### config.mk
export PLATFORM = sky130hd
export DESIGN_NAME = pwa_sum
export DESIGN_NICKNAME = d
export VERILOG_FILES = /design/src/assert_macros.svh /design/src/pwa_pkg.sv /design/src/pwa_sum.sv
export SDC_FILE = /design/constraint.sdc
export NUM_CORES = 1
export LEC_CHECK = 0
export BUFFER_PORTS_ARGS = -buffer_cell sky130_fd_sc_hd__buf_2
export CAP_MARGIN = 40
export CORE_AREA = 5 5 379 381
export DETAILED_ROUTE_END_ITERATION = 16
export DIE_AREA = 0 0 384 386
export GPL_TIMING_DRIVEN = 0
export PLACE_DENSITY = 0.3
export SYNTH_ARGS = -nofsm -noshare
export SYNTH_HDL_FRONTEND = slang
export SYNTH_SLANG_ARGS = --single-unit
export TNS_END_PERCENT = 1
### constraint.sdc
create_clock -name clock -period 3.93 [get_ports clock]
set_input_delay 0.5895 -clock clock [delete_from_list [all_inputs] [get_ports clock]]
set_output_delay 0.5895 -clock clock [all_outputs]
set_load 0.005 [all_outputs]
### src/assert_macros.svh
// Assertion macros shared by the warp address pipeline.
// Depends on nothing; included by the files that check their own logic.
`ifndef ASSERT_MACROS_SVH
`define ASSERT_MACROS_SVH
`ifndef SYNTHESIS
`define PWA_ASSERT(name, clk, rst, prop) \
   name: assert property (@(posedge clk) disable iff (rst) prop) \
      else $error("pwa check failed");
`define PWA_ASSERT_ALWAYS(name, clk, prop) \
   name: assert property (@(posedge clk) prop) \
      else $error("pwa check failed");
`else
`define PWA_ASSERT(name, clk, rst, prop)
`define PWA_ASSERT_ALWAYS(name, clk, prop)
`endif
`endif

### src/pwa_pkg.sv
// Types and constants of the perspective warp address pipeline.
// Depends on nothing; used by every pwa module.
package pwa_pkg;
   localparam int COEF_W    = 48;
   localparam int COORD_W   = 11;
   localparam int OFS_W     = 23;
   localparam int PROD_W    = 60;
   localparam int ACC_W     = 61;
   localparam int QBITS     = 12;
   localparam int CMP_W     = ACC_W + QBITS;
   localparam int NUM_CSR   = 8;
   localparam int CSR_IDX_W = 3;
   localparam int DIV_STEPS = 2;
   localparam int DIV_STAGES = QBITS / DIV_STEPS;
   localparam int NUM_ST    = DIV_STAGES + 4;
   localparam logic signed [ACC_W-1:0] Q_ONE = ACC_W'(64'sd1 <<< 32);

   localparam logic [CSR_IDX_W-1:0] CSR_X_GAIN_COL = 3'd0;
   localparam logic [CSR_IDX_W-1:0] CSR_X_GAIN_ROW = 3'd1;
   localparam logic [CSR_IDX_W-1:0] CSR_X_OFFSET   = 3'd2;
   localparam logic [CSR_IDX_W-1:0] CSR_Y_GAIN_COL = 3'd3;
   localparam logic [CSR_IDX_W-1:0] CSR_Y_GAIN_ROW = 3'd4;
   localparam logic [CSR_IDX_W-1:0] CSR_Y_OFFSET   = 3'd5;
   localparam logic [CSR_IDX_W-1:0] CSR_W_GAIN_COL = 3'd6;
   localparam logic [CSR_IDX_W-1:0] CSR_W_GAIN_ROW = 3'd7;

   localparam logic signed [COEF_W-1:0] COEF_ONE = COEF_W'(64'sd1 <<< 32);

   typedef logic signed [COEF_W-1:0] coef_type;
   typedef coef_type coef_bank_type [NUM_CSR];

   typedef struct packed {
      logic [COORD_W-1:0] out_col;
      logic [COORD_W-1:0] out_row;
   } req_type;

   typedef struct packed {
      logic [COORD_W-1:0] src_col;
      logic [COORD_W-1:0] src_row;
      logic               src_valid;
      logic [OFS_W-1:0]   src_byte_offset;
      logic [OFS_W-1:0]   dst_byte_offset;
   } rsp_type;

   typedef struct packed {
      logic signed [PROD_W-1:0] xc, xr, yc, yr, wc, wr;
      logic [OFS_W-1:0]         dst;
   } prod_type;

   typedef struct packed {
      logic signed [ACC_W-1:0] nx, ny, dn;
      logic [OFS_W-1:0]        dst;
   } sum_type;

   typedef struct packed {
      logic [ACC_W-1:0] rem_x, rem_y, den;
      logic [QBITS-1:0] q_x, q_y;
      logic             neg_x, neg_y, bad;
      logic [OFS_W-1:0] dst;
   } div_type;
endpackage

### src/pwa_sum.sv
// Sum stage: numerators and denominator in Q.32.
// Depends on pwa_pkg.
module pwa_sum (
   input  logic                   clock,
   input  logic                   reset,
   input  logic                   en,
   input  logic                   in_valid,
   input  pwa_pkg::prod_type      in_data,
   input  pwa_pkg::coef_bank_type coef,
   output logic                   out_valid,
   output pwa_pkg::sum_type       out_data
);
   logic             valid_ff;
   pwa_pkg::sum_type data_ff, data_in;

   always_comb begin
      data_in.nx = pwa_pkg::ACC_W'(in_data.xc) + pwa_pkg::ACC_W'(in_data.xr)
                 + pwa_pkg::ACC_W'(coef[pwa_pkg::CSR_X_OFFSET]);
      data_in.ny = pwa_pkg::ACC_W'(in_data.yc) + pwa_pkg::ACC_W'(in_data.yr)
                 + pwa_pkg::ACC_W'(coef[pwa_pkg::CSR_Y_OFFSET]);
      data_in.dn = pwa_pkg::ACC_W'(in_data.wc) + pwa_pkg::ACC_W'(in_data.wr)
                 + pwa_pkg::Q_ONE;
      data_in.dst = in_data.dst;
   end

   always_ff @(posedge clock) begin
      if (reset) begin
         valid_ff <= 1'b0;
      end else if (en) begin
         valid_ff <= in_valid;
      end
      if (en) begin
         data_ff <= data_in;
      end
   end

   assign out_valid = valid_ff;
   assign out_data  = data_ff;
endmodule

==> run_results.csv <==
group,metric,value,unit
timing,hold_viol_final,0,
status,status,"finished clean",
detailed_routing,drc,0,
cts,cts_hold_buf,0,
critical_path,start_kind,"primary input",
critical_path,cp.arrival,4210,ps
timing,fin_skew,0,ps
cts,cts_made_buffers,36,
synth,synth_edf_count,206,
grt,grt_max_degree,93,
placed_design,place_ws,-1520,ps
cts,cts_sinks,207,
critical_path,worstPathMaxFanout,3,
synth,ys_ff_latch,207,
grt,grt_pass1_wl,125000,um
cts,clk_pin_slew_worst_paths,50,ps
cts,htreeDepth,2,
timing,finalWorstSetupSlack,20.6,ps
timing,hold_ws,175,ps
timing,fmax,256,MHz
detailed_routing,wl_per_cell,19.6,um
final_layout,most-common-layout-cells,"695 x buf_2, 236 x ha_1, 206 x edfxtp_1",
detailed_routing,wl,88400,um
cts,root_buffer,"clkbuf_16",
grt,track_usage,11.4,%
synth,yosysUniqueCellTypes,78,
cts,cts_tree,"built",
detailed_routing,via_count,17209,
placed_design,gp_congestion,0.765,
final_layout,final_common_cell,"buf_2",
timing,relSlewSlack,53.7,%
timing,tightest_slew,694,ps
detailed_routing,drt-pass1-iter-count,6,
final_layout,final_nets,3717,
floorplanning,core,140000,um2
synth,synthArstFlopShare,0,%
floorplanning,die_width,384,um
synth,synth_top_area_share,31.8,%
placed_design,dp.cells,4429,
timing,rsz0062_at_grt,"yes",
synth,syn-instance-count,1844,
critical_path,endpoint_kind,"flip-flop",
final_layout,area_delta_synth_final,39.0,%
power,p_leak,0.0120,uW
floorplanning,dieArea,148000,um2
grt,gr-total-overflow,0,
cts,ctsLongestPathBuffers,3,
synth,syn_area_per_cell,10.5,um2
synth,synth_warnings,0,
detailed_routing,ant_nets,0,
synth,synth_fp_nets,2975,
synth,ys.flop_type,"edfxtp_1",
placed_design,dp_hpwl,75600,um
floorplanning,ios,978,
hold_path,hold_path_class,"in -> reg",
final_layout,drive_above_1_share,32.2,%
detailed_routing,viasPerCell,3.82,
timing,setup_viol,0,
timing,period_needed,3910,ps
synth,synth_area_leaders,"edfxtp_1 32%, ha_1 15%, fa_1 13%",
power,p_per_area,460,nW/um2
power,ir_drop,0.204,mV
critical_path,cp.required,4230,ps
critical_path,path_class,"in -> reg",
job,maxCapViolations,0,
grt,grt_pass1_vias,18327,
detailed_routing,drt_iter0_drc,756,
timing,fin_crit_sh,99.5,%
floorplanning,floorplan.initialDensity,13.9,%
placed_design,io_buffers,689,
floorplanning,die_height,386,um
timing,slew_violations,0,
final_layout,final_cells,4504,
grt,antenna_found_initial,19,
cts,clk_latency,570,ps
synth,yosysTopAreaCell,"edfxtp_1",
synth,synth_area,19400,um2
synth,ys_seq_area_share,31.9,%
floorplanning,std_cell_rows,138,
final cells by class:
class | count | area, um2
fill | 15777 | 113000
clock buffer | 43 | 927
inverter | 60 | 225
antenna | 2 | 5.00
sequential | 207 | 6210
clock inverter | 21 | 324
tap | 1890 | 2360
multi-input combinational | 1519 | 13100
buffer | 58 | 225
timing repair buffer | 704 | 3620
sequential cells by signal, summed over array words and instances (netlist names):
name       flops
out_data     206
out_valid      1
cell families after synthesis:
kind of cell / synth area share, %
AOI/OAI and AO/OA: 20.2
and+or+nand+nor: 9.88
adders and majority gates: 27.9
DFF: 31.9
xor gates and xnor gates: 7.66
buffers and inverters: 2.32
muxes: 0.103
path summary, 6_finish.rpt:
path | start | endpoint | slack, ps | depth (start not counted)
max | in_data[264] | out_data[182]$_DFFE_PP_ | 20 | 17
min | reset | out_valid$_SDFFE_PP0P_ | 180 | 2
max reg2reg | out_valid$_SDFFE_PP0P_ | out_valid$_SDFFE_PP0P_ | 3360 | 2
min reg2reg | out_valid$_SDFFE_PP0P_ | out_valid$_SDFFE_PP0P_ | 490 | 2
repair_timing:
action,CTS,global route
gates resized for setup,48,30
buffers inserted,6,3
pin swaps,18,15
endpoints found under the setup margin,55,29
endpoints found under the hold margin,0,0
synth_stat cells, types with 5 or more instances:
cell type	instances
a21oi_1	186
inv_1	60
nand3_1	36
a21o_1	138
o21bai_1	34
a211oi_1	6
o21a_1	16
nor2b_1	20
or3_1	5
xor2_1	72
a31oi_1	24
buf_2	6
xnor2_1	98
nand2_1	108
fa_1	123
and2_1	14
and3_1	24
ha_1	237
a221o_1	5
o31ai_1	7
nand4_1	42
nor2_1	75
nand2b_1	17
or2_2	5
clkbuf_1	51
edfxtp_1	206
o21ai_1	6
o21ai_0	104
o211ai_1	8
nor3_1	22
a41oi_1	6
critical path, stage by stage:
cell and delay (ps):
buf_2 110, fa_2 490, ha_4 210, fa_2 400, a21o_1 180, a21oi_2 210
buf_6 170, o21ai_1 100, a21oi_2 200, o211ai_1 120, buf_4 180, nand2_2 100
o21bai_4 100, a311o_1 410, and3_4 220, a221oi_4 280, xnor2_1 90
power by group:
group          internal, uW  switching, uW
registers              3220            169
logic                  2230           3280
clock network          2210           1320
total                  7660           4770
metal layers:
layer,vias up,GRT usage (%),wire length (um)
met2,564,17.2,37300
li1,8376,-,-
met4,24,2.09,1330
met3,78,4.65,8680
met1,8167,15.3,41000
met5,-,0,159
through the flow:
stage	total power (uW)	utilization, %	TNS (ps)	instance area [um2]
final	12400	19.3	0	27000
after global routing	13400	19.3	-230	27000
after CTS	12700	19.1	-97.0	26800
after detailed placement	8860	18.1	-64900	25300
after global placement	8920	18.0	-439440	25200
after floorplan	6410	-	0	19400
Power figures use the tool's default switching activity.
