$ cat src/assert_macros.svh
// Assertion macros shared by the warp address pipeline.
// Depends on nothing; included by the files that check their own logic.
`ifndef ASSERT_MACROS_SVH
`define ASSERT_MACROS_SVH
`ifndef SYNTHESIS
`define PWA_ASSERT(name, clk, rst, prop) \
   name: assert property (@(posedge clk) disable iff (rst) prop) \
      else $error("pwa check failed");
`define PWA_ASSERT_ALWAYS(name, clk, prop) \
   name: assert property (@(posedge clk) prop) \
      else $error("pwa check failed");
`else
`define PWA_ASSERT(name, clk, rst, prop)
`define PWA_ASSERT_ALWAYS(name, clk, prop)
`endif
`endif

$ cat src/pwa_pkg.sv
// Types and constants of the perspective warp address pipeline.
// Depends on nothing; used by every pwa module.
package pwa_pkg;
   localparam int COEF_W    = 48;
   localparam int COORD_W   = 11;
   localparam int OFS_W     = 23;
   localparam int PROD_W    = 60;
   localparam int ACC_W     = 61;
   localparam int QBITS     = 12;
   localparam int CMP_W     = ACC_W + QBITS;
   localparam int NUM_CSR   = 8;
   localparam int CSR_IDX_W = 3;
   localparam int DIV_STEPS = 2;
   localparam int DIV_STAGES = QBITS / DIV_STEPS;
   localparam int NUM_ST    = DIV_STAGES + 4;
   localparam logic signed [ACC_W-1:0] Q_ONE = ACC_W'(64'sd1 <<< 32);

   localparam logic [CSR_IDX_W-1:0] CSR_X_GAIN_COL = 3'd0;
   localparam logic [CSR_IDX_W-1:0] CSR_X_GAIN_ROW = 3'd1;
   localparam logic [CSR_IDX_W-1:0] CSR_X_OFFSET   = 3'd2;
   localparam logic [CSR_IDX_W-1:0] CSR_Y_GAIN_COL = 3'd3;
   localparam logic [CSR_IDX_W-1:0] CSR_Y_GAIN_ROW = 3'd4;
   localparam logic [CSR_IDX_W-1:0] CSR_Y_OFFSET   = 3'd5;
   localparam logic [CSR_IDX_W-1:0] CSR_W_GAIN_COL = 3'd6;
   localparam logic [CSR_IDX_W-1:0] CSR_W_GAIN_ROW = 3'd7;

   localparam logic signed [COEF_W-1:0] COEF_ONE = COEF_W'(64'sd1 <<< 32);

   typedef logic signed [COEF_W-1:0] coef_type;
   typedef coef_type coef_bank_type [NUM_CSR];

   typedef struct packed {
      logic [COORD_W-1:0] out_col;
      logic [COORD_W-1:0] out_row;
   } req_type;

   typedef struct packed {
      logic [COORD_W-1:0] src_col;
      logic [COORD_W-1:0] src_row;
      logic               src_valid;
      logic [OFS_W-1:0]   src_byte_offset;
      logic [OFS_W-1:0]   dst_byte_offset;
   } rsp_type;

   typedef struct packed {
      logic signed [PROD_W-1:0] xc, xr, yc, yr, wc, wr;
      logic [OFS_W-1:0]         dst;
   } prod_type;

   typedef struct packed {
      logic signed [ACC_W-1:0] nx, ny, dn;
      logic [OFS_W-1:0]        dst;
   } sum_type;

   typedef struct packed {
      logic [ACC_W-1:0] rem_x, rem_y, den;
      logic [QBITS-1:0] q_x, q_y;
      logic             neg_x, neg_y, bad;
      logic [OFS_W-1:0] dst;
   } div_type;
endpackage

$ cat src/pwa_div_step.sv
// Restoring divide stage: two quotient bits for both axes.
// Depends on pwa_pkg.
module pwa_div_step #(
   parameter int TOP_BIT = 11
) (
   input  logic             clock,
   input  logic             reset,
   input  logic             en,
   input  logic             in_valid,
   input  pwa_pkg::div_type in_data,
   output logic             out_valid,
   output pwa_pkg::div_type out_data
);
   logic             valid_ff;
   pwa_pkg::div_type data_ff, data_in;
   logic [pwa_pkg::CMP_W-1:0] dsh;

   always_comb begin
      data_in = in_data;
      for (int j = 0; j < pwa_pkg::DIV_STEPS; j++) begin
         dsh = pwa_pkg::CMP_W'(in_data.den) << (TOP_BIT - j);
         if (pwa_pkg::CMP_W'(data_in.rem_x) >= dsh) begin
            data_in.rem_x = data_in.rem_x - dsh[pwa_pkg::ACC_W-1:0];
            data_in.q_x[TOP_BIT-j] = 1'b1;
         end
         if (pwa_pkg::CMP_W'(data_in.rem_y) >= dsh) begin
            data_in.rem_y = data_in.rem_y - dsh[pwa_pkg::ACC_W-1:0];
            data_in.q_y[TOP_BIT-j] = 1'b1;
         end
      end
   end

   always_ff @(posedge clock) begin
      if (reset) begin
         valid_ff <= 1'b0;
      end else if (en) begin
         valid_ff <= in_valid;
      end
      if (en) begin
         data_ff <= data_in;
      end
   end

   assign out_valid = valid_ff;
   assign out_data  = data_ff;
endmodule

$ cat config.mk
export PLATFORM = sky130hd
export DESIGN_NAME = pwa_div_step
export DESIGN_NICKNAME = d
export VERILOG_FILES = /design/src/assert_macros.svh /design/src/pwa_pkg.sv /design/src/pwa_div_step.sv
export SDC_FILE = /design/constraint.sdc
export NUM_CORES = 1
export LEC_CHECK = 0
export BUFFER_PORTS_ARGS = -buffer_cell sky130_fd_sc_hd__buf_2
export CELL_PAD_IN_SITES_DETAIL_PLACEMENT = 1
export CELL_PAD_IN_SITES_GLOBAL_PLACEMENT = 1
export CORE_MARGIN = 2
export CORE_UTILIZATION = 42
export DETAILED_ROUTE_END_ITERATION = 7
export GPL_TIMING_DRIVEN = 0
export PLACE_DENSITY_LB_ADDON = 0.1
export SLEW_MARGIN = 20
export SYNTH_ARGS = -nofsm -noshare
export SYNTH_HDL_FRONTEND = slang
export SYNTH_SLANG_ARGS = --single-unit
$ cat constraint.sdc
create_clock -name clock -period 9.7 [get_ports clock]
set_input_delay 1.94 -clock clock [delete_from_list [all_inputs] [get_ports clock]]
set_output_delay 1.94 -clock clock [all_outputs]
set_load 0.1 [all_outputs]
==> metrics.md <==
| Metric | Value |
|---|---|
| Fin. Hold Viols | `0` |
| Pre-CTS setup slack | `-1.01 ns` |
| Synth async-reset ratio | `0%` |
| Worst Skew | `0 ns` |
| Worst-case hold path end point | `out_valid$_SDFFE_PP0P_` |
| Post-synthesis register bit count | `234` |
| Grt total ovfl | `0` |
| DRT Wirelength | `85,200 um` |
| Top achievable clock speed | `105 MHz` |
| Die width | `227 um` |
| CP delay by family, top | `compound AO/OA/AOI/OAI gates` |
| Antenna Nets Post-Route | `0` |
| Share of cells above drive strength 1 | `20.4%` |
| Slew headroom | `31.6%` |
| Hold buffers post-CTS | `0` |
| WS Path Type | `input pin to flop` |
| WL/cell | `23.7 um` |
| Synth Warn # | `0` |
| Core area | `49,100 um2` |
| Cells after Synth | `2,414` |
| TritonCTS Buffers | `26` |
| CP max stage delay | `0.58 ns` |
| EDFF count, synth | `233` |
| DR vias | `21,100` |
| Largest net degree at the start of global routing | `102` |
| Predominant post-synthesis flop cell | `edfxtp_1` |
| Worst Path Arrival | `9.87 ns` |
| Worst hold-check path type | `flop to flop` |
| VDD IR-drop max | `0.138 mV` |
| CP endpoint kind | `flop` |
| Status | `finished, final reports clean` |
| Clk_lat worst skew | `0.55 ns` |
| # port buffers | `470` |
| Syn nets | `2,857` |
| Max Slew Vio Count | `0` |
| Fin nets | `3,358` |
| DR iter-0 viols | `1,472` |
| Reg-to-reg endpoint | `out_valid$_SDFFE_PP0P_` |
| Hold Startpoint | `out_valid$_SDFFE_PP0P_` |
| Setup Total Neg Slack | `0 ns` |
| Syn Area/Cell | `8.66 um2` |
| Synth area leaders | `edfxtp_1 (33%), ha_1 (12%), a21oi_1 (7.2%)` |
| Standard-cell rows | `81` |
| Area grow syn2layout | `19.7%` |
| Post-synth cell types | `75` |
| Die Ht | `227 um` |
| Top cell type's share of synthesized area | `33.5%` |
| Data required time of the worst path | `10.09 ns` |
| Core Util, Final | `51.0%` |
| Seq/Total Area, Yosys | `33.6%` |
| Final worst slack | `0.217 ns` |
| Post-DP HPWL | `71,000 um` |
| Initial Util | `42.6%` |
| R2R Path Start | `out_valid$_SDFFE_PP0P_` |
| All-Layer GR Usage | `32.2%` |
| Initial antenna violation count | `3` |
| Drt pass-1 iters | `5` |
| Clock sinks | `234` |
| Max Root-Sink Buffers | `3` |
| DRC Markers | `0` |
| CP startpoint kind | `input pin` |
| Leakage power | `11.2 nW` |
| TritonCTS clock tree | `built` |
| Area leader, netlist | `edfxtp_1` |
| Worst Path Buf+Inv | `6` |
| Fin Hold WS | `0.517 ns` |
| Hold Crit Depth | `2` |
| Flop-to-flop setup slack | `9.11 ns` |
| Slew @ Worst Pin | `1.02 ns` |
| Total of max-cap violations | `0` |
| Final worst path period share | `97.8%` |
| Slowest CP cell | `or4_1` |
| H-tree Lvls | `1` |
| Largest fanout on the critical path | `10` |
| Crit-path most repeated cell | `a21oi_1` |
| Pwr dens | `154 nW/um2` |
| Placer Congestion | `0.952` |
| First-pass GRT wire length | `127,000 um` |
| Unrepaired setup endpoints after global routing | `no` |
| R2R cell count | `2` |
| Fin crit period | `9.48 ns` |
| Syn Std Cell Area | `20,900 um2` |
| Vias in the first global route | `21,900` |
| IO Count | `471` |
| Die Footprint | `51,600 um2` |
| Drt via density | `5.86` |
| Setup violations, final | `0` |
| Clock slew at reported path FFs | `0.06 ns` |
| Clock root cell | `clkbuf_16` |
synthesized netlist by cell type (all sizes together) (32+ instances only):
cell type    n
xor2        77
o21ai      195
nor2       181
xnor2      102
nand4       61
edfxtp     233
nor3        35
a21o       116
nand2      237
inv        103
clkbuf      90
a31oi       32
a21oi      301
nand3       46
o21bai      44
ha         202
cell families after synthesis:
logic type / Yosys count / share of synthesized area [%]
buffers and inverters: 215 / 3.97
AND/OR/NAND/NOR: 703 / 15.9
flip-flops: 234 / 33.6
AO/OA/AOI/OAI: 847 / 25.0
adder cells (fa/ha/maj): 206 / 12.5
XOR/XNOR: 179 / 7.50
multiplexers: 30 / 1.60
worst max-delay path by stage:
stage	start	to	slack (ns)	cells past startpoint
3_3_place_gp	in_data[51]	out_data[133]$_DFFE_PP_	-0.87	25
3_5_place_dp	in_data[51]	out_data[133]$_DFFE_PP_	-1.01	25
6_report	in_data[51]	out_data[133]$_DFFE_PP_	0.22	27
2_1_floorplan	in_data[54]	out_data[166]$_DFFE_PP_	1.92	25
5_1_grt	in_data[51]	out_data[168]$_DFFE_PP_	0.04	25
4_1_cts	in_data[51]	out_data[190]$_DFFE_PP_	0.03	27
layout by cell type (no fill, tap or decap), types with 12 or more instances in the layout:
cell	count
mux2_2	26
a31oi_1	31
and3_1	22
a21oi_1	301
nand4_1	61
nand2_1	237
nor2b_1	26
nor4_1	16
clkbuf_2	12
buf_2	485
o21ai_0	183
a211oi_1	20
clkbuf_1	81
clkbuf_16	27
nor3_1	35
inv_1	103
nand2b_1	21
ha_1	202
xor2_1	77
o31ai_1	18
o21bai_1	44
and2_1	12
o21ai_1	12
edfxtp_1	233
o21a_1	24
a21o_1	116
xnor2_1	102
nand3_1	45
nor2_1	181
metal layers:
metal  GRT usage [%]  share of wire [%]  vias up
li1                -                  -     9982
met5               0                  0        -
met3            4.25                5.4      172
met4            12.7                4.0        0
met1            39.8                 42    10300
met2            56.8                 49      660
worst register-to-register path, delay by kind of cell, from the launching register on:
family	cells	cell delay (ns)
flip-flops	1	0.31
multiplexers	1	0.12
AND/OR/NAND/NOR	1	0.05
stage by stage:
step | total power, W | instances | instance area (um2)
3_5_place_dp | 0.00292 | 3550 | 24200
3_3_place_gp | 0.00289 | 3548 | 24100
5_1_grt | 0.00404 | 3600 | 25000
6_report | 0.00386 | 3600 | 25000
2_1_floorplan | 0.00252 | 2414 | 20900
4_1_cts | 0.00388 | 3598 | 25000
layout make-up:
cell class | count | area, um2
Clock buffer | 29 | 683
Inverter | 103 | 387
Tap cell | 664 | 831
Timing Repair Buffer | 474 | 2430
Fill cell | 6089 | 24000
Multi-Input combinational cell | 1965 | 13100
Buffer | 111 | 463
Sequential cell | 234 | 7020
Clock inverter | 19 | 110
Antenna cell | 1 | 2.50
report_power, final:
group	internal (W)	switching, W	total, W
sequential	0.00120	0.0000201	0.00122
combinational	0.000442	0.00126	0.00170
clock	0.000528	0.000415	0.000943
total	0.00217	0.00169	0.00386
sequential cells by signal (all words and copies together), names as in the netlist:
signal	count
out_valid	1
out_data	233
timing repair:
| action | 4_1_cts | 5_1_grt |
|---|---|---|
| pin swaps | 0 | 1 |
| buffers inserted | 0 | 2 |
| endpoints found under the setup margin | 56 | 84 |
| gates resized for setup | 4 | 25 |
(Power assumes the default switching activity.)
