**config.mk**
```make
export PLATFORM = sky130hd
export DESIGN_NAME = pwa_prep
export DESIGN_NICKNAME = d
export VERILOG_FILES = /design/src/assert_macros.svh /design/src/pwa_pkg.sv /design/src/pwa_prep.sv
export SDC_FILE = /design/constraint.sdc
export NUM_CORES = 1
export LEC_CHECK = 0
export BUFFER_PORTS_ARGS = -buffer_cell sky130_fd_sc_hd__buf_4
export CAP_MARGIN = 15
export CORE_UTILIZATION = 43
export DETAILED_ROUTE_END_ITERATION = 16
export PLACE_DENSITY = 0.7
export SLEW_MARGIN = 20
export SYNTH_ARGS = -nofsm -noshare
export SYNTH_HDL_FRONTEND = slang
export SYNTH_SLANG_ARGS = --single-unit
```
**constraint.sdc**
```tcl
create_clock -name clock -period 6.95 [get_ports clock]
set_clock_uncertainty 0.2 [all_clocks]
set_input_delay 1.39 -clock clock [delete_from_list [all_inputs] [get_ports clock]]
set_output_delay 1.39 -clock clock [all_outputs]
set_load 0.02 [all_outputs]
```
**src/assert_macros.svh**
```systemverilog
// Assertion macros shared by the warp address pipeline.
// Depends on nothing; included by the files that check their own logic.
`ifndef ASSERT_MACROS_SVH
`define ASSERT_MACROS_SVH
`ifndef SYNTHESIS
`define PWA_ASSERT(name, clk, rst, prop) \
   name: assert property (@(posedge clk) disable iff (rst) prop) \
      else $error("pwa check failed");
`define PWA_ASSERT_ALWAYS(name, clk, prop) \
   name: assert property (@(posedge clk) prop) \
      else $error("pwa check failed");
`else
`define PWA_ASSERT(name, clk, rst, prop)
`define PWA_ASSERT_ALWAYS(name, clk, prop)
`endif
`endif

```
**src/pwa_pkg.sv**
```systemverilog
// Types and constants of the perspective warp address pipeline.
// Depends on nothing; used by every pwa module.
package pwa_pkg;
   localparam int COEF_W    = 48;
   localparam int COORD_W   = 11;
   localparam int OFS_W     = 23;
   localparam int PROD_W    = 60;
   localparam int ACC_W     = 61;
   localparam int QBITS     = 12;
   localparam int CMP_W     = ACC_W + QBITS;
   localparam int NUM_CSR   = 8;
   localparam int CSR_IDX_W = 3;
   localparam int DIV_STEPS = 2;
   localparam int DIV_STAGES = QBITS / DIV_STEPS;
   localparam int NUM_ST    = DIV_STAGES + 4;
   localparam logic signed [ACC_W-1:0] Q_ONE = ACC_W'(64'sd1 <<< 32);

   localparam logic [CSR_IDX_W-1:0] CSR_X_GAIN_COL = 3'd0;
   localparam logic [CSR_IDX_W-1:0] CSR_X_GAIN_ROW = 3'd1;
   localparam logic [CSR_IDX_W-1:0] CSR_X_OFFSET   = 3'd2;
   localparam logic [CSR_IDX_W-1:0] CSR_Y_GAIN_COL = 3'd3;
   localparam logic [CSR_IDX_W-1:0] CSR_Y_GAIN_ROW = 3'd4;
   localparam logic [CSR_IDX_W-1:0] CSR_Y_OFFSET   = 3'd5;
   localparam logic [CSR_IDX_W-1:0] CSR_W_GAIN_COL = 3'd6;
   localparam logic [CSR_IDX_W-1:0] CSR_W_GAIN_ROW = 3'd7;

   localparam logic signed [COEF_W-1:0] COEF_ONE = COEF_W'(64'sd1 <<< 32);

   typedef logic signed [COEF_W-1:0] coef_type;
   typedef coef_type coef_bank_type [NUM_CSR];

   typedef struct packed {
      logic [COORD_W-1:0] out_col;
      logic [COORD_W-1:0] out_row;
   } req_type;

   typedef struct packed {
      logic [COORD_W-1:0] src_col;
      logic [COORD_W-1:0] src_row;
      logic               src_valid;
      logic [OFS_W-1:0]   src_byte_offset;
      logic [OFS_W-1:0]   dst_byte_offset;
   } rsp_type;

   typedef struct packed {
      logic signed [PROD_W-1:0] xc, xr, yc, yr, wc, wr;
      logic [OFS_W-1:0]         dst;
   } prod_type;

   typedef struct packed {
      logic signed [ACC_W-1:0] nx, ny, dn;
      logic [OFS_W-1:0]        dst;
   } sum_type;

   typedef struct packed {
      logic [ACC_W-1:0] rem_x, rem_y, den;
      logic [QBITS-1:0] q_x, q_y;
      logic             neg_x, neg_y, bad;
      logic [OFS_W-1:0] dst;
   } div_type;
endpackage

```
**src/pwa_prep.sv**
```systemverilog
// Divide setup: magnitudes, quotient signs, range and zero checks.
// Depends on pwa_pkg.
module pwa_prep (
   input  logic             clock,
   input  logic             reset,
   input  logic             en,
   input  logic             in_valid,
   input  pwa_pkg::sum_type in_data,
   output logic             out_valid,
   output pwa_pkg::div_type out_data
);
   logic             valid_ff;
   pwa_pkg::div_type data_ff, data_in;
   logic [pwa_pkg::ACC_W-1:0] mx, my, md;
   logic [pwa_pkg::CMP_W-1:0] dlim;

   always_comb begin
      mx = in_data.nx[pwa_pkg::ACC_W-1] ? pwa_pkg::ACC_W'(-in_data.nx) : in_data.nx;
      my = in_data.ny[pwa_pkg::ACC_W-1] ? pwa_pkg::ACC_W'(-in_data.ny) : in_data.ny;
      md = in_data.dn[pwa_pkg::ACC_W-1] ? pwa_pkg::ACC_W'(-in_data.dn) : in_data.dn;
      dlim = {md, {pwa_pkg::QBITS{1'b0}}};
      data_in.rem_x = mx;
      data_in.rem_y = my;
      data_in.den   = md;
      data_in.q_x   = '0;
      data_in.q_y   = '0;
      data_in.neg_x = in_data.nx[pwa_pkg::ACC_W-1] ^ in_data.dn[pwa_pkg::ACC_W-1];
      data_in.neg_y = in_data.ny[pwa_pkg::ACC_W-1] ^ in_data.dn[pwa_pkg::ACC_W-1];
      data_in.bad   = (md == '0) || (pwa_pkg::CMP_W'(mx) >= dlim)
                   || (pwa_pkg::CMP_W'(my) >= dlim);
      data_in.dst   = in_data.dst;
   end

   always_ff @(posedge clock) begin
      if (reset) begin
         valid_ff <= 1'b0;
      end else if (en) begin
         valid_ff <= in_valid;
      end
      if (en) begin
         data_ff <= data_in;
      end
   end

   assign out_valid = valid_ff;
   assign out_data  = data_ff;
endmodule

```
==> flow_summary_export.csv, run 1 <==
group,metric,value,unit
run_status,status,"finished clean",
synthesis,synthTopCellsByArea,"edfxtp_1 (47%), xnor2_1 (9.6%), ha_1 (9.6%)",
detailed_routing,first_iter_violations,825,
synthesis,synth_top_cell_area_share,47.0,%
cts,cts_buffer_depth,3,
synthesis,yosys.area.top_type,"edfxtp_1",
die,ios,444,
setup_path,critPathMaxFanout,5,
die,core_area,30600,um2
detailed_routing,routed_wl,45400,um
detailed_routing,vias_per_cell,5.59,
place,io_buffer_count,419,
place,hpwl,36900,um
die,start_util,43.6,%
power_and_ir_drop,p_leak,0.00708,uW
sta,hold_viol_final,0,
hold_path,worst_hold_path_type,"flop to flop",
final_layout,mostFrequentLayoutCells,"buf_4 (445), edfxtp_1 (209), xnor2_1 (146), ha_1 (102), o21ai_0 (75)",
detailed_routing,firstDrtPassIters,5,
sta,drv_slew,0,
place,placed_area,17000,um2
setup_path,critPathArrivalTime,6.61,ns
place,place_ws,-0.124,ns
sta,max_freq,0.153,GHz
setup_path,startpoint_type,"primary input",
die,die_area,31800,um2
detailed_routing,drc,0,
global_route,antenna_found_initial,2,
die,row_count,64,
sta,setup_tns,0,ns
cts,cts.sinks,210,
sta,worst_pin_slew,0.808,ns
synthesis,synthDistinctLibCells,70,
synthesis,async_reset_ff_share,0,%
flow_run,maxCapViolations,0,
detailed_routing,vias,11500,
setup_path,crit_buf_inv,1,
sta,period_minus_slack,6.55,ns
synthesis,synthFlopType,"edfxtp_1",
sta,setup_viol,0,
synthesis,yosysWarnings,0,
final_layout,ff_latch_area,6300,um2
cts,clockRootBuffer,"clkbuf_16",
final_layout,multi_input_area,6580,um2
sta,rsz0062_at_grt,"false",
cts,htree_num_levels,1,
cts,ctsResizeCount,0,
final_layout,final_cell_area,17800,um2
setup_path,timing.rr.end,"out_valid",
global_route,gr-total-overflow,0,
setup_path,crit_start,"in_data[94]",
sta,post-route-period-util,94.2,%
sta,finalWorstSetupSlack,0.401,ns
final_layout,final_common_cell,"buf_4",
die,die_w,178,um
synthesis,netlist_instances,1205,
setup_path,cp_slowest_cell,"or4_1",
final_layout,fill_cells,2640,
setup_path,ff2ff_setup_slack,6.15,ns
setup_path,crit_family,"simple AND/OR/NAND/NOR gates",
hold_path,min_to,"out_valid",
synthesis,ys_ff_latch,210,
power_and_ir_drop,power_density,221,nW/um2
global_route,grtUsageTotal,27.7,%
global_route,grt_pass1_wl,65200,um
cts,hold_buffers,0,
setup_path,rr_worst_depth,2,
final_layout,layout.nets,1954,
setup_path,critical_path.most_common_cell,"nand3_1",
die,dieHeight,178,um
synthesis,syn_area,13300,um2
cts,clock_latency,0.53,ns
setup_path,crit_required,7.01,ns
synthesis,synth_edf_count,209,
power_and_ir_drop,ir_worst_vdd,0.000174,V
setup_path,max_stage_delay,0.59,ns
cts,cts_tree,"built",
sta,max_slew_margin,46.2,%
hold_path,min_from,"out_valid",
place,place.gp.congestion,0.957,
setup_path,crit_chain,"buf_4, or4_4, or4b_4, nor3_2, nand3_1, or4_1, or3_1, or4_1, o21ai_0, xnor2_1, ha_1, nand4_1, nor2_1, nand3_1, nor3_1, nand3_1, nor2_1, a22o_1, nor4_1, a41oi_1",
hold_path,min_path_cells,2,
cts,numCtsBuffers,25,
global_route,grt_pass1_vias,11100,
cts,clk_pin_slew_worst_paths,0.06,ns
global_route,grt_max_degree,103,
setup_path,reg2reg_from,"out_valid",
setup_path,cp-end-kind,"flop",
detailed_routing,post_drt_wl_per_cell,22.0,um
final_layout,drive_above_1_share,31.2,%
setup_path,crit_type,"primary input to flop",
synthesis,ys_seq_area_share,47.2,%
detailed_routing,detail-route-antenna-nets,0,
setup_path,crit_cells,20,
synthesis,synth_area_per_cell,11.1,um2
final_layout,area_growth,33.0,%
cts,cts_setup_buffers,0,
## where the power goes
group | switching [uW] | internal (uW) | total [uW]
registers | 44.5 | 1550 | 1600
clock network | 537 | 735 | 1270
logic | 626 | 434 | 1060
## through the flow
stage          std cells  util, %  total power (uW)  hold WS, ns
2_1_floorplan       1228        -              2160        0.379
3_3_place_gp        2011     55.5              2660        0.284
3_5_place_dp        2011     55.5              2680        0.292
4_1_cts             2057     58.0              3950        0.311
5_1_grt             2059     58.0              4090        0.342
6_report            2059     58.0              3930        0.311
## metal layers
| metal | routed length, um | global-route usage, % | up-vias |
|---|---|---|---|
| li1 | - | - | 5430 |
| met1 | 17400 | 32.7 | 5482 |
| met2 | 23000 | 50.1 | 510 |
| met3 | 3560 | 5.35 | 89 |
| met4 | 1440 | 9.15 | 0 |
| met5 | 0 | 0 | - |
## registers in the layout, summed over array words and instances (netlist names)
signal,cells
out_data,209
out_valid,1
## layout make-up
class,count,area share [%]
clock buffer,30,3.63
inverter,63,1.33
timing repair buffer,446,18.9
sequential,210,35.5
multi-input combinational,896,37.1
clock inverter,16,0.782
tap,396,2.79
antenna,2,0.0282
## worst reg2reg max path: stages, from the launching register on
cell and delay, ns:
dfxtp_1 0.31, mux2i_1 0.13, nor2_1 0.05
## Yosys cell counts (24+ instances only)
cell type / number
xor2_1: 28
inv_1: 63
buf_4: 24
o41ai_1: 24
nor3_1: 29
a21oi_1: 34
or3_1: 37
xnor2_1: 146
o31ai_1: 60
clkbuf_1: 29
or4_1: 28
nor2_1: 34
edfxtp_1: 209
o21ai_0: 75
nand3_1: 24
nand2_1: 68
nand4_1: 26
ha_1: 102
## kinds of logic (layout without fill, tap and decap cells)
family | after synthesis | count (layout) | synth area share (%)
multiplexers | 3 | 3 | 0.244
adder cells (fa/ha/maj) | 102 | 102 | 9.56
flip-flops | 210 | 210 | 47.2
AND/OR/NAND/NOR | 356 | 356 | 15.5
other | 1 | 26 | 0.0281
AO/OA/AOI/OAI | 237 | 237 | 11.9
buffers and inverters | 122 | 555 | 4.16
XOR/XNOR | 174 | 174 | 11.4
## worst max path at each step
stage                               to  slack (ns)
after CTS                 out_data[23]        0.44
after global routing      out_data[23]        0.06
after detailed placement  out_data[23]       -0.12
final                     out_data[23]        0.40
after global placement    out_data[23]        0.01
after floorplan           out_data[23]        0.68
(Power assumes the default switching activity.)
==> run 2, diff against run 1 <==
ABC_AREA = 1   (was unset)
PLACE_DENSITY = 0.71   (was 0.7)
clock period = 5.6 ns   (was 6.95 ns; I/O delays follow)
==> flow_summary_export.csv, run 2 <==
group,metric,value,unit
synthesis,synth_commonest_cells,"nand2_1 (473), nor2_1 (272), inv_1 (215), edfxtp_1 (209)",
final_layout,final_common_cell,"nand2_1",
synthesis,netlist_instances,1873,
global_route,grtUsageTotal,31.2,%
detailed_routing,vias_per_cell,5.32,
setup_path,crit_cells,28,
cts,clk_pin_slew_worst_paths,0.06,ns
place,place_inst,2730,
detailed_routing,first_iter_violations,1157,
synthesis,synth_edf_count,209,
cts,cts_buffer_depth,3,
die,ios,444,
setup_path,crit_buf_inv,3,
cts,cts.sinks,210,
die,dieHeight,189,um
setup_path,max_stage_delay,0.31,ns
synthesis,synthDistinctLibCells,46,
global_route,gr-total-overflow,0,
final_layout,largest_register_ffs,209,
power_and_ir_drop,p_int,3420,uW
synthesis,yosysWarnings,0,
final_layout,final_cell_area,19400,um2
final_layout,layout.nets,2614,
setup_path,ff2ff_setup_slack,4.82,ns
setup_path,critPathArrivalTime,4.89,ns
cts,cts_tree,"built",
sta,max_freq,0.214,GHz
sta,hold_viol_final,0,
synthesis,syn_area,15000,um2
flow_run,maxCapViolations,0,
hold_path,min_to,"out_valid",
detailed_routing,post_drt_wl_per_cell,20.5,um
sta,post-route-period-util,83.6,%
detailed_routing,vias,14800,
setup_path,cp_slowest_cell,"o21ai_1",
final_layout,final_cells,2774,
sta,max_slew_margin,40.4,%
sta,worst_pin_slew,0.894,ns
power_and_ir_drop,power.share.combinational,27.2,%
cts,clockRootBuffer,"clkbuf_16",
setup_path,cp-end-kind,"flop",
global_route,grt_pass1_wl,84100,um
synthesis,ys_seq_area_share,41.9,%
die,start_util,43.6,%
synthesis,yosys.area.top_type,"edfxtp_1",
hold_path,worst_hold_path_type,"flop to flop",
synthesis,synth_area_per_cell,8.01,um2
power_and_ir_drop,p_leak,0.00890,uW
synthesis,synth_top_family_by_area,"simple AND/OR/NAND/NOR gates",
global_route,grt_max_degree,100,
synthesis,ys_ff_latch,210,
global_route,grt_use_met1,40.9,%
synthesis,synthTopCellsByArea,"edfxtp_1 (42%), nand2_1 (12%), ha_1 (8.5%)",
global_route,grt_most_used_layer,"met2",
place,placed_area,18600,um2
power_and_ir_drop,switching_share,32.1,%
synthesis,synthXorXnorAreaFrac,5.95,%
place,place_ws,0.452,ns
setup_path,timing.rr.end,"out_valid",
die,row_count,68,
detailed_routing,firstDrtPassIters,11,
sta,setup_tns,0,ns
synthesis,synth_top_cell_area_share,41.8,%
final_layout,area_growth,29.5,%
power_and_ir_drop,power_density,259,nW/um2
cts,clock_latency,0.54,ns
global_route,antenna_found_initial,2,
sta,period_minus_slack,4.68,ns
global_route,use_met2,51.8,%
sta,setup_viol,0,
die,core_area,34500,um2
final_layout,fill_cells,3231,
final_layout,ff_latch_area,6300,um2
run_status,status,"finished with violations",
cts,cts_setup_buffers,0,
power_and_ir_drop,p_sw,1620,uW
sta,drv_slew,0,
final_layout,drive_above_1_share,23.0,%
cts,ctsResizeCount,0,
place,io_buffer_count,419,
setup_path,crit_type,"primary input to flop",
cts,hold_buffers,0,
synthesis,yosysMostFrequentCell,"nand2_1",
synthesis,synth-adder-area-share,8.50,%
detailed_routing,drc,1,
run_status,failed_checks,"DRC",
place,place.gp.congestion,1.02,
hold_path,min_path_cells,2,
power_and_ir_drop,clockPowerShare,33.6,%
setup_path,critPathMaxFanout,5,
place,hpwl,46500,um
cts,numCtsBuffers,25,
final_layout,mostFrequentLayoutCells,"nand2_1 (473), buf_4 (426), nor2_1 (272), inv_1 (215), edfxtp_1 (209)",
cts,htree_num_levels,1,
detailed_routing,detail-route-antenna-nets,0,
synthesis,synthFlopType,"edfxtp_1",
synthesis,yosys.area_share.simple,29.8,%
sta,rsz0062_at_grt,"false",
detailed_routing,routed_wl,56800,um
sta,fin_hold_ws,0.300,ns
final_layout,multi_input_area,7670,um2
setup_path,reg2reg_from,"out_valid",
global_route,grt_pass1_vias,14200,
setup_path,crit_family,"simple AND/OR/NAND/NOR gates",
die,die_w,189,um
setup_path,crit_required,5.81,ns
synthesis,synth-compound-area-share,6.19,%
synthesis,async_reset_ff_share,0,%
synthesis,synthMuxAreaShare,0.0667,%
final_layout,antenna_cells,0,
setup_path,critical_path.most_common_cell,"nor2_1",
die,die_area,35700,um2
power_and_ir_drop,pwr-share-seq,39.2,%
hold_path,min_from,"out_valid",
setup_path,rr_worst_depth,2,
sta,finalWorstSetupSlack,0.917,ns
setup_path,startpoint_type,"primary input",
power_and_ir_drop,ir_worst_vdd,0.000211,V
global_route,met3_usage,4.86,%
-- run 2: metrics by stage --
stage | utilization (%) | power, uW
2_1_floorplan | - | 2710
3_3_place_gp | 54.0 | 3350
3_5_place_dp | 54.0 | 3360
4_1_cts | 56.4 | 5060
5_1_grt | 56.4 | 5250
6_report | 56.4 | 5040
-- run 2: routing by layer --
layer,wire length (um),vias to the layer above
met2,26300,763
met5,17,-
met1,23900,6826
li1,-,7042
met4,2000,4
met3,4570,120
-- run 2: kinds of logic after synthesis --
family	Yosys count
simple gates	1014
xor+xnor	102
other cells	1
flops	210
compound gates	170
buf+inv	273
mux	1
fa+ha+maj	102
-- run 2: power by group through the flow --
| stage | combinational [uW] | sequential (uW) | clock [uW] |
|---|---|---|---|
| detailed placement | 1360 | 2000 | 0 |
| global placement | 1340 | 2010 | 0 |
| finish | 1370 | 1970 | 1690 |
| CTS | 1370 | 1980 | 1720 |
| global route | 1490 | 1990 | 1780 |
| floorplan | 524 | 2180 | 0 |
-- run 2: how the worst max path moves through the flow --
stage,endpoint,start,slack (ns)
detailed placement,out_data[23],in_data[84],0.45
finish,out_data[23],in_data[84],0.92
CTS,out_data[23],in_data[84],1.01
floorplan,out_data[23],in_data[85],1.31
global route,out_data[23],in_data[84],0.42
global placement,out_data[23],in_data[84],0.54
-- run 2: layout make-up --
class                           instances  area share, %
Inverter                              224           4.33
Clock inverter                         15          0.946
Multi-Input combinational cell       1413           39.5
Timing Repair Buffer                  428           16.6
Clock buffer                           29           3.30
Tap cell                              455           2.93
Sequential cell                       210           32.4
-- run 2: worst reg2reg max path: stages, from the launching register on --
cell and delay [ns]:
dfxtp_1 0.31, mux2i_1 0.12, nor2_1 0.05
